`src/design/hjd_pkg.sv`:
```
package hjd_pkg;

  // default width of the job and settle timers
  localparam int TIMER_WIDTH_DEF = 16;

  localparam int NJOBS = 5;
  localparam int DELAY_WIDTH = 16;
  localparam int CFG_INDEX_WIDTH = 3;

  // job codes, also their priority order
  localparam logic [2:0] JOB_REMOVE  = 3'd0;
  localparam logic [2:0] JOB_INSERT  = 3'd1;
  localparam logic [2:0] JOB_KEYEN   = 3'd2;
  localparam logic [2:0] JOB_PRESS   = 3'd3;
  localparam logic [2:0] JOB_RELEASE = 3'd4;

  // jack state codes
  localparam logic [1:0] JS_NONE    = 2'd0;
  localparam logic [1:0] JS_HEADSET = 2'd1;
  localparam logic [1:0] JS_NO_MIC  = 2'd2;

  // configuration register indexes
  localparam logic [CFG_INDEX_WIDTH-1:0] REG_DETECT_DELAY  = 3'd0;
  localparam logic [CFG_INDEX_WIDTH-1:0] REG_SETTLE_DELAY  = 3'd1;
  localparam logic [CFG_INDEX_WIDTH-1:0] REG_KEYEN_DELAY   = 3'd2;
  localparam logic [CFG_INDEX_WIDTH-1:0] REG_PRESS_DELAY   = 3'd3;
  localparam logic [CFG_INDEX_WIDTH-1:0] REG_RELEASE_DELAY = 3'd4;

  localparam logic [DELAY_WIDTH-1:0] DETECT_DELAY_RST  = 16'd20;
  localparam logic [DELAY_WIDTH-1:0] SETTLE_DELAY_RST  = 16'd10;
  localparam logic [DELAY_WIDTH-1:0] KEYEN_DELAY_RST   = 16'd600;
  localparam logic [DELAY_WIDTH-1:0] PRESS_DELAY_RST   = 16'd200;
  localparam logic [DELAY_WIDTH-1:0] RELEASE_DELAY_RST = 16'd200;

  typedef struct packed {
    logic jack_removed;
    logic three_pole;
    logic key_level;
  } sample_t;

  typedef struct packed {
    logic [1:0] jack_state;
    logic       mic_enable;
    logic       mic_bias;
    logic       headphone_event;
    logic       headphone_value;
    logic       mic_event;
    logic       mic_value;
    logic       key_event;
    logic       key_value;
  } report_t;

  typedef struct packed {
    logic [DELAY_WIDTH-1:0] detect_delay;
    logic [DELAY_WIDTH-1:0] pole_settle_delay;
    logic [DELAY_WIDTH-1:0] key_enable_delay;
    logic [DELAY_WIDTH-1:0] press_delay;
    logic [DELAY_WIDTH-1:0] release_delay;
  } delays_t;

endpackage

```
`src/design/hjd_core.sv`:
```
module hjd_core #(
  parameter int TIMER_WIDTH = hjd_pkg::TIMER_WIDTH_DEF
) (
  input  logic             clk,
  input  logic             rst,
  input  logic             step,
  input  hjd_pkg::sample_t sample,
  input  hjd_pkg::delays_t delays,
  output hjd_pkg::report_t report
);
  import hjd_pkg::*;

  typedef logic [TIMER_WIDTH-1:0] tmr_t;

  localparam logic [31:0] TMAX32 = 32'((64'd1 << TIMER_WIDTH) - 64'd1);

  // saturate a 16-bit delay into the timer width
  function automatic tmr_t clip(input logic [DELAY_WIDTH-1:0] v);
    logic [31:0] w;
    w = 32'(v);
    return (w > TMAX32) ? TMAX32[TIMER_WIDTH-1:0] : w[TIMER_WIDTH-1:0];
  endfunction

  logic             last_detect, last_detect_next;
  logic             last_key, last_key_next;
  logic [NJOBS-1:0] job_pending, job_pending_next;
  tmr_t             job_timer [NJOBS];
  tmr_t             job_timer_next [NJOBS];
  logic             settle_active, settle_active_next;
  tmr_t             settle_timer, settle_timer_next;
  logic             key_watch, key_watch_next;
  logic             button_down, button_down_next;
  logic [1:0]       device_state, device_state_next;
  logic             mic_enable_reg, mic_enable_next;
  logic             mic_bias_reg, mic_bias_next;
  logic             run_valid;
  logic [2:0]       run_job;
  report_t          rep;

  always_comb begin
    last_detect_next = sample.jack_removed;
    last_key_next    = sample.key_level;
    job_pending_next = job_pending;
    job_timer_next   = job_timer;
    settle_active_next = settle_active;
    settle_timer_next  = settle_timer;
    key_watch_next     = key_watch;
    button_down_next   = button_down;
    device_state_next  = device_state;
    mic_enable_next    = mic_enable_reg;
    mic_bias_next      = mic_bias_reg;
    rep     = '0;
    run_valid = 1'b0;
    run_job   = JOB_REMOVE;

    // jack detect edges
    if (sample.jack_removed != last_detect) begin
      if (sample.jack_removed) begin
        job_pending_next[JOB_INSERT] = 1'b0;
        if (!job_pending_next[JOB_REMOVE]) begin
          job_pending_next[JOB_REMOVE] = 1'b1;
          job_timer_next[JOB_REMOVE]   = clip(delays.detect_delay);
        end
      end else if (!job_pending_next[JOB_INSERT]) begin
        job_pending_next[JOB_INSERT] = 1'b1;
        job_timer_next[JOB_INSERT]   = clip(delays.detect_delay);
      end
    end

    // hook key edges
    if (sample.key_level != last_key && key_watch) begin
      if (sample.key_level) begin
        if (!job_pending_next[JOB_PRESS]) begin
          job_pending_next[JOB_PRESS] = 1'b1;
          job_timer_next[JOB_PRESS]   = clip(delays.press_delay);
        end
      end else if (!job_pending_next[JOB_RELEASE]) begin
        job_pending_next[JOB_RELEASE] = 1'b1;
        job_timer_next[JOB_RELEASE]   = clip(delays.release_delay);
      end
    end

    if (settle_active) begin
      if (settle_timer == '0) begin
        settle_active_next  = 1'b0;
        rep.headphone_event = 1'b1;
        rep.headphone_value = 1'b1;
        if (sample.three_pole) begin
          mic_bias_next     = 1'b0;
          device_state_next = JS_NO_MIC;
        end else begin
          job_pending_next[JOB_KEYEN] = 1'b1;
          job_timer_next[JOB_KEYEN]   = clip(delays.key_enable_delay);
          device_state_next = JS_HEADSET;
          rep.mic_event     = 1'b1;
          rep.mic_value     = 1'b1;
        end
      end
    end else begin
      // lowest expired job wins
      for (int i = NJOBS - 1; i >= 0; i--) begin
        if (job_pending_next[i] && job_timer_next[i] == '0) begin
          run_valid = 1'b1;
          run_job   = 3'(i);
        end
      end
    end

    if (run_valid) begin
      job_pending_next[run_job] = 1'b0;
      case (run_job)
        JOB_REMOVE: begin
          if (sample.jack_removed) begin
            device_state_next = JS_NONE;
            mic_enable_next   = 1'b0;
            mic_bias_next     = 1'b0;
            key_watch_next    = 1'b0;
            if (button_down) begin
              rep.key_event    = 1'b1;
              button_down_next = 1'b0;
            end
            rep.headphone_event = 1'b1;
            if (device_state == JS_HEADSET) begin
              rep.mic_event = 1'b1;
            end
          end
        end
        JOB_INSERT: begin
          if (!sample.jack_removed) begin
            mic_bias_next      = 1'b1;
            mic_enable_next    = 1'b1;
            settle_active_next = 1'b1;
            settle_timer_next  = clip(delays.pole_settle_delay);
          end
        end
        JOB_KEYEN: begin
          if (!sample.jack_removed && !key_watch) begin
            key_watch_next   = 1'b1;
            button_down_next = 1'b0;
          end
        end
        JOB_PRESS: begin
          if (!sample.jack_removed && device_state == JS_HEADSET && !button_down) begin
            button_down_next = 1'b1;
            rep.key_event    = 1'b1;
            rep.key_value    = 1'b1;
          end
        end
        JOB_RELEASE: begin
          if (!sample.jack_removed && device_state == JS_HEADSET && button_down) begin
            button_down_next = 1'b0;
            rep.key_event    = 1'b1;
          end
        end
        default: begin
        end
      endcase
    end

    // count down
    for (int i = 0; i < NJOBS; i++) begin
      if (job_pending_next[i] && job_timer_next[i] != '0) begin
        job_timer_next[i] = job_timer_next[i] - tmr_t'(1);
      end
    end
    if (settle_active_next && settle_timer_next != '0) begin
      settle_timer_next = settle_timer_next - tmr_t'(1);
    end

    rep.jack_state = device_state_next;
    rep.mic_enable = mic_enable_next;
    rep.mic_bias   = mic_bias_next;
  end

  assign report = rep;

  always_ff @(posedge clk) begin
    if (rst) begin
      last_detect    <= 1'b1;
      last_key       <= 1'b0;
      job_pending    <= '0;
      settle_active  <= 1'b0;
      settle_timer   <= '0;
      key_watch      <= 1'b0;
      button_down    <= 1'b0;
      device_state   <= JS_NONE;
      mic_enable_reg <= 1'b0;
      mic_bias_reg   <= 1'b0;
      for (int i = 0; i < NJOBS; i++) begin
        job_timer[i] <= '0;
      end
    end else if (step) begin
      last_detect    <= last_detect_next;
      last_key       <= last_key_next;
      job_pending    <= job_pending_next;
      job_timer      <= job_timer_next;
      settle_active  <= settle_active_next;
      settle_timer   <= settle_timer_next;
      key_watch      <= key_watch_next;
      button_down    <= button_down_next;
      device_state   <= device_state_next;
      mic_enable_reg <= mic_enable_next;
      mic_bias_reg   <= mic_bias_next;
    end
  end

endmodule

```
`src/design/headset_jack_and_hook_key_detect_unit.sv`:
```
// headset jack and hook key detector, one sample transaction per millisecond tick
//
// sample channel: jack detect, pole sense and hook key levels for one tick
// report channel: jack state, mic drive levels and switch / key reports,
//   exactly one report transaction for every sample transaction, in order
// cfg channel: five 16-bit delay registers in ticks, index 0..4, other
//   indexes ignored; always ready, write only while the block is idle
// latency: the report for a sample is valid on the cycle after it is taken
// throughput: one sample per cycle while report_ready is high, set by the single
//   pass of job timer, settle and priority logic between the state registers and
//   the report register
// stall: the report register holds while report_ready is low; a new sample
//   is taken in the same cycle the waiting report is taken
// reset: delays return to their defaults (20, 10, 600, 200, 200), all jobs
//   idle, no device, mic drive off, detect level taken as removed so a plug
//   present at start is seen as an insert edge on the first tick
module headset_jack_and_hook_key_detect_unit #(
  parameter int TIMER_WIDTH = hjd_pkg::TIMER_WIDTH_DEF
) (
  input  logic                                  clk,
  input  logic                                  rst,
  input  logic                                  sample_valid,
  output logic                                  sample_ready,
  input  hjd_pkg::sample_t                      sample,
  output logic                                  report_valid,
  input  logic                                  report_ready,
  output hjd_pkg::report_t                      report,
  input  logic                                  cfg_valid,
  output logic                                  cfg_ready,
  input  logic [hjd_pkg::CFG_INDEX_WIDTH-1:0]   cfg_index,
  input  logic [hjd_pkg::DELAY_WIDTH-1:0]       cfg_data
);
  import hjd_pkg::*;

  delays_t delays;
  report_t report_next;
  report_t report_q;
  logic    report_valid_q;
  logic    step;

  // take a sample whenever the report register is free or being drained
  assign sample_ready = !report_valid_q || report_ready;
  assign step         = sample_valid && sample_ready;
  assign cfg_ready    = 1'b1;

  // delay registers
  always_ff @(posedge clk) begin
    if (rst) begin
      delays.detect_delay      <= DETECT_DELAY_RST;
      delays.pole_settle_delay <= SETTLE_DELAY_RST;
      delays.key_enable_delay  <= KEYEN_DELAY_RST;
      delays.press_delay       <= PRESS_DELAY_RST;
      delays.release_delay     <= RELEASE_DELAY_RST;
    end else if (cfg_valid && cfg_ready) begin
      case (cfg_index)
        REG_DETECT_DELAY:  delays.detect_delay      <= cfg_data;
        REG_SETTLE_DELAY:  delays.pole_settle_delay <= cfg_data;
        REG_KEYEN_DELAY:   delays.key_enable_delay  <= cfg_data;
        REG_PRESS_DELAY:   delays.press_delay       <= cfg_data;
        REG_RELEASE_DELAY: delays.release_delay     <= cfg_data;
        default: begin
          // unmapped index, write dropped
        end
      endcase
    end
  end

  // tick state and per-tick decision logic
  hjd_core #(
    .TIMER_WIDTH(TIMER_WIDTH)
  ) u_core (
    .clk    (clk),
    .rst    (rst),
    .step   (step),
    .sample (sample),
    .delays (delays),
    .report (report_next)
  );

  // report register, holds while the receiver stalls
  always_ff @(posedge clk) begin
    if (rst) begin
      report_valid_q <= 1'b0;
    end else if (step) begin
      report_valid_q <= 1'b1;
    end else if (report_ready) begin
      report_valid_q <= 1'b0;
    end
  end

  always_ff @(posedge clk) begin
    if (step) begin
      report_q <= report_next;
    end
  end

  assign report_valid = report_valid_q;
  assign report       = report_q;

endmodule

```
`config.mk`:
```
export PLATFORM = sky130hd
export DESIGN_NAME = headset_jack_and_hook_key_detect_unit
export DESIGN_NICKNAME = d
export VERILOG_FILES = /design/src/design/hjd_pkg.sv /design/src/design/hjd_core.sv /design/src/design/headset_jack_and_hook_key_detect_unit.sv
export SDC_FILE = /design/constraint.sdc
export NUM_CORES = 1
export LEC_CHECK = 0
export BUFFER_PORTS_ARGS = -buffer_cell sky130_fd_sc_hd__buf_2
export CORE_MARGIN = 2
export CORE_UTILIZATION = 60
export CTS_BUF_LIST = sky130_fd_sc_hd__clkbuf_8
export DETAILED_ROUTE_END_ITERATION = 16
export PLACE_DENSITY = 0.74
export SYNTH_ARGS = -nofsm -noshare
export SYNTH_HDL_FRONTEND = slang
export SYNTH_HIERARCHICAL = 1
export SYNTH_SLANG_ARGS = --single-unit
```
`constraint.sdc`:
```
create_clock -name clk -period 9.92 [get_ports clk]
set_input_delay 0.496 -clock clk [delete_from_list [all_inputs] [get_ports clk]]
set_output_delay 0.496 -clock clk [all_outputs]
set_load 0.005 [all_outputs]
```
Word-level counts from Yosys, hierarchy flattened --
Index checks and enable logic that the tools add are counted.
Word-level totals: bits in latches 0, RAM bits 0, memory bits (read-only) 0, output and inout bits 13, register bits after elaboration 201, memories 0
Operators by class: equal/unequal tests 15, multiply operators 0, bitwise gates (word level) 2, $add $sub $neg 6, divide/modulo/power cells 0, shifts and indexed selects 0, mux-type cells 92, reductions and logical operators 49, order comparisons 2
Operators with widths (count):
- $mux W16 | 20
- $logic_not A16 Y1 | 6
- $reduce_bool A16 Y1 | 6
- $sub A16 B1 Y16 const B | 6
- $mux W32 | 2
- $mux W1 | 45
- $mux W2 | 10
- $logic_and A1 B1 Y1 | 18
- $mux W3 | 6
- $reduce_and A2 Y1 | 7
- $eq A3 B2 Y1 const B | 4
- $mux W4 | 2
- $reduce_and A7 Y1 | 1
- $eq A3 B1 Y1 const B | 2
- $eq A3 B3 Y1 const B | 2
- $logic_not A3 Y1 | 2
- $ne A2 B1 Y1 const B | 3
- $pmux W1 S2 | 3
- $and A5 B5 Y5 | 1
- $mux W5 | 1
- $not A5 Y5 | 1
- $reduce_and A5 Y1 | 1
- $logic_not A1 Y1 | 4
- $lt A3 B4 Y1 const B | 1
- 10 further kinds | 12

Longest topological paths before layout --
depth in word-level cells 20, gate-level depth with buffers 18

By module --
The synthesis kept the hierarchy.
By module, submodules not included:
- hjd_core | area an instance 9176.3 um^2, seq. area each 2202.1 um^2, cells an instance 1256, times used 1
- headset_jack_and_hook_key_detect_unit | area an instance 3522.1 um^2, seq. area each 1921.8 um^2, cells an instance 308, times used 1

Worst setup path before layout --
No wires, ideal clock.
kind input to register, start in sample[2] (netlist bit), end reg u_core.settle_timer[12], setup slack 5155 ps, required time 9803 ps, arrival 4648 ps, stages 18, path buffers 2, path through buf_6 > nor3b_2 > mux2i_1 > ha_1 > nor4b_1 > and3_1 > o22ai_2 > nor4_4 > buf_2 > mux2i_1 > ha_1 > o21ai_0 > o21a_1 > o21bai_1 > o41ai_4 > and2_1 > o21ai_0 > a32o_1
On the way: longest elaborated chain between the ends 13, elaborated cells on any way between the ends 28
RTL lines:
- start: declaration | line headset_jack_and_hook_key_detect_unit.sv:24 | input hjd_pkg::sample_t sample,
- parallel branches: the longest is 12 deep, another holds $sub A16 B1 Y16
- $mux W16 * | line hjd_core.sv:166 | if (settle_active_next && settle_timer_next != '0) begin
- end signal: assignment | line hjd_core.sv:198 | settle_timer <= settle_timer_next;
- end: declaration | line hjd_core.sv:30 | tmr_t settle_timer, settle_timer_next;
Every way passes the cells marked *. A chain may end at the register's enable or synchronous reset.

Final worst setup path --
Same ends and word-level chain as after synthesis.

==> impl_metrics.tcl <==
set metrics [dict create \
    cts_resized 0 \
    dieArea_um2 22300 \
    dieHeight_um 149 \
    grt_pass1_wl_mm 57.8 \
    n_fill_cell 1767 \
    drtIter0Drc 1011 \
    min_period_ps 5250 \
    irDropWorstVdd_mv 0.134 \
    grt_antenna_before_repair 0 \
    clock_skew_ps 34.1 \
    synth_nets 1603 \
    overflow 0 \
    path_delay_family "compound AO/OA/AOI/OAI gates" \
    status "complete, no violations" \
    yosys-top-cells-count "dfxtp_1, nand2_1, mux2i_1" \
    io_buffers 38 \
    core_area_um2 20900 \
    dp_hpwl_mm 24.1 \
    combPwrFrac_pct 17.6 \
    synth_area_leaders "dfxtp_1, mux2i_1, nand2_1" \
    seq_power_share_pct 41.5 \
    grt_pass1_vias 11100 \
    synth-main-ff-cell "dfxtp_1" \
    fp-row-count 53 \
    clock_sinks 201 \
    num_antenna_cells 0 \
    cts_buffers 38 \
    clk_pin_slew_worst_paths_ps 60 \
    syn_area_per_cell_um2 8.12 \
    seq_area_um2 4120 \
    drive_gt1_share_pct 10.7 \
    routabilityCongestion 0.913 \
    cp_data_required_time_ps 10360 \
    vias 12000 \
    crit_path_end_kind "register" \
    clockRootBuffer "clkbuf_8" \
    ys_warn_count 6 \
    maxCapViolations 0 \
    ios 40 \
    synth_cells 1564 \
    finalCritPeriodShare_pct 52.9 \
    dr.pass1.iters 9 \
    wl_per_cell_um 19.4 \
    tightest_slew_ps 1130 \
    ys_seq_area_share_pct 32.5 \
    synth_edf_count 10 \
    worstSkewPairLatency_ps 560 \
    largestRegisters "delays x80, u_core/job_timer x80, u_core/settle_timer x16" \
    crit_fanout 28 \
    synthArstFlopShare_pct 0 \
    max_freq_ghz 0.191 \
    critical_path_buf_inv_count 3 \
    worstPathArrival_ps 5690 \
    drv_slew 0 \
    multi_input_area_um2 8080 \
    cts_hold_buf 0 \
    grt_max_degree 99 \
    postCtsSetupBuffers 0 \
    syn_area_um2 12700 \
    final_antenna_net_count 0 \
    start_util_pct 60.8 \
    max-clock-path-buffers 3 \
    yosysMostFrequentCell "dfxtp_1" \
    cp_cell_sequence "buf_2 -> nor3b_4 -> buf_4 -> mux2i_1 -> ha_1 -> nor4b_1 -> nand3_2 -> a22oi_4 -> nor4_4 -> buf_4 -> mux2i_1 -> ha_1 -> o21ai_0 -> o21a_1 -> o21bai_1 -> o41ai_4 -> and2_1 -> o21ai_0 -> a32o_1" \
    rsz0062_at_grt "false" \
    power.clock.fraction_pct 40.9 \
    finalSetupTns_ps 0 \
    cts-htree-levels 2 \
    area_delta_synth_final_pct 8.47 \
    die_x_um 149 \
    synth_seq_cells 201 \
    setup_ws_ps 4670 \
    grt_usage_pct 32.0 \
    via_per_inst 6.46 \
    yosysTopAreaCell "dfxtp_1" \
    finalHoldViolations 0 \
    critical_path.max_stage_delay_ps 460 \
    path_class "in2reg" \
    dp_slack_ps 4140 \
    switching_share_pct 30.7 \
    critPathSlowestCell "o41ai_4" \
    leakage_nw 5.36 \
    nNetsFinal 1592 \
    drc_errors 0 \
    yosysTopAreaCellShare_pct 30.1 \
    p_per_area_nw_per_um2 154 \
    cts_tree "built" \
    worst_setup_path_start_kind "input port" \
    ys_types 101 \
    min_path_type "in2reg" \
    p_int_mw 1.46 \
    setup_viol 0 \
    p_sw_uw 650 \
    slew_headroom_pct 23.9 \
    wirelength_mm 36.1 \
]
==> layer usage <==
metal  up-vias  share of wire, %  track usage (%)  wire [um]
met5         -                 0                0          0
met1      5729                43             43.2      15600
met2       472                46             50.6      16500
met3        87               7.4             5.34       2660
li1       5711                 -                -          -
met4         0               3.4             14.0       1240
==> logic make-up after synthesis <==
family / Yosys count / synth area share, %
muxes: 157 / 12.7
and+or+nand+nor: 702 / 30.0
buffers and inverters: 128 / 4.35
AOI/OAI and AO/OA: 347 / 18.2
adders and majority gates: 13 / 1.26
xor gates and xnor gates: 15 / 1.03
DFF: 201 / 32.5
other: 1 / 0.0295
==> path summary, 6_finish.rpt <==
kind	startpoint	end	slack, ps	depth (start not counted)
max	sample[2]	u_core/settle_timer[12]	4670	19
min	sample_valid	report_valid	180	3
max reg2reg	u_core/last_detect	u_core/settle_timer[12]	4690	18
min reg2reg	u_core/job_timer[0]	u_core/job_timer[0]	480	2
==> worst register-to-register path: cells and delay by family (launching register included) <==
kind,cells,cell delay (ps)
AOI/OAI and AO/OA,7,1840
adders and majority gates,2,560
buffers and inverters,2,580
DFF,1,400
muxes,2,640
and+or+nand+nor,5,1100
==> layout by cell type (no fill, tap or decap), drive strengths merged, types with 7 or more instances in the layout <==
cell,count
dfxtp,191
nand2,176
mux2i,142
nor2,139
nand2b,91
a21oi,89
o21ai,88
buf,55
nor3,54
nand3,54
clkbuf,50
a31oi,37
inv,33
nand4,30
nor4,28
or3,21
and2,21
a22oi,20
and3,17
mux2,15
a21o,13
ha,12
nand3b,11
edfxtp,10
nor2b,10
xnor2,9
o31ai,7
o2111ai,7
o211ai,7
a32o,7
clkinv,7
or4,7
a211oi,7
nor4b,7
a2111oi,7
==> power groups by stage <==
stage	logic, mW	registers, mW	clock network [mW]
global route	0.408	0.881	0.913
global placement	0.357	0.893	0
CTS	0.367	0.876	0.876
floorplan	0.288	0.880	0
detailed placement	0.364	0.893	0
finish	0.373	0.877	0.864
==> metrics by stage <==
stage	power (mW)	util [%]	cell area, um^2	hold WS (ps)	instances
global route	2.20	65.9	13800	219	1858
floorplan	1.17	-	12700	440	1564
global placement	1.25	62.0	13000	450	1788
finish	2.11	65.9	13800	185	1858
CTS	2.12	65.9	13800	167	1858
detailed placement	1.26	62.0	13000	458	1788
==> area by class of cell <==
class	instances	area share, %
clock buffer	50	5.00
timing repair buffer	55	2.35
clock inverter	20	0.981
sequential	201	29.9
multi-input combinational	1235	58.6
tap	275	2.50
inverter	22	0.600
Power figures use the tool's default switching activity.
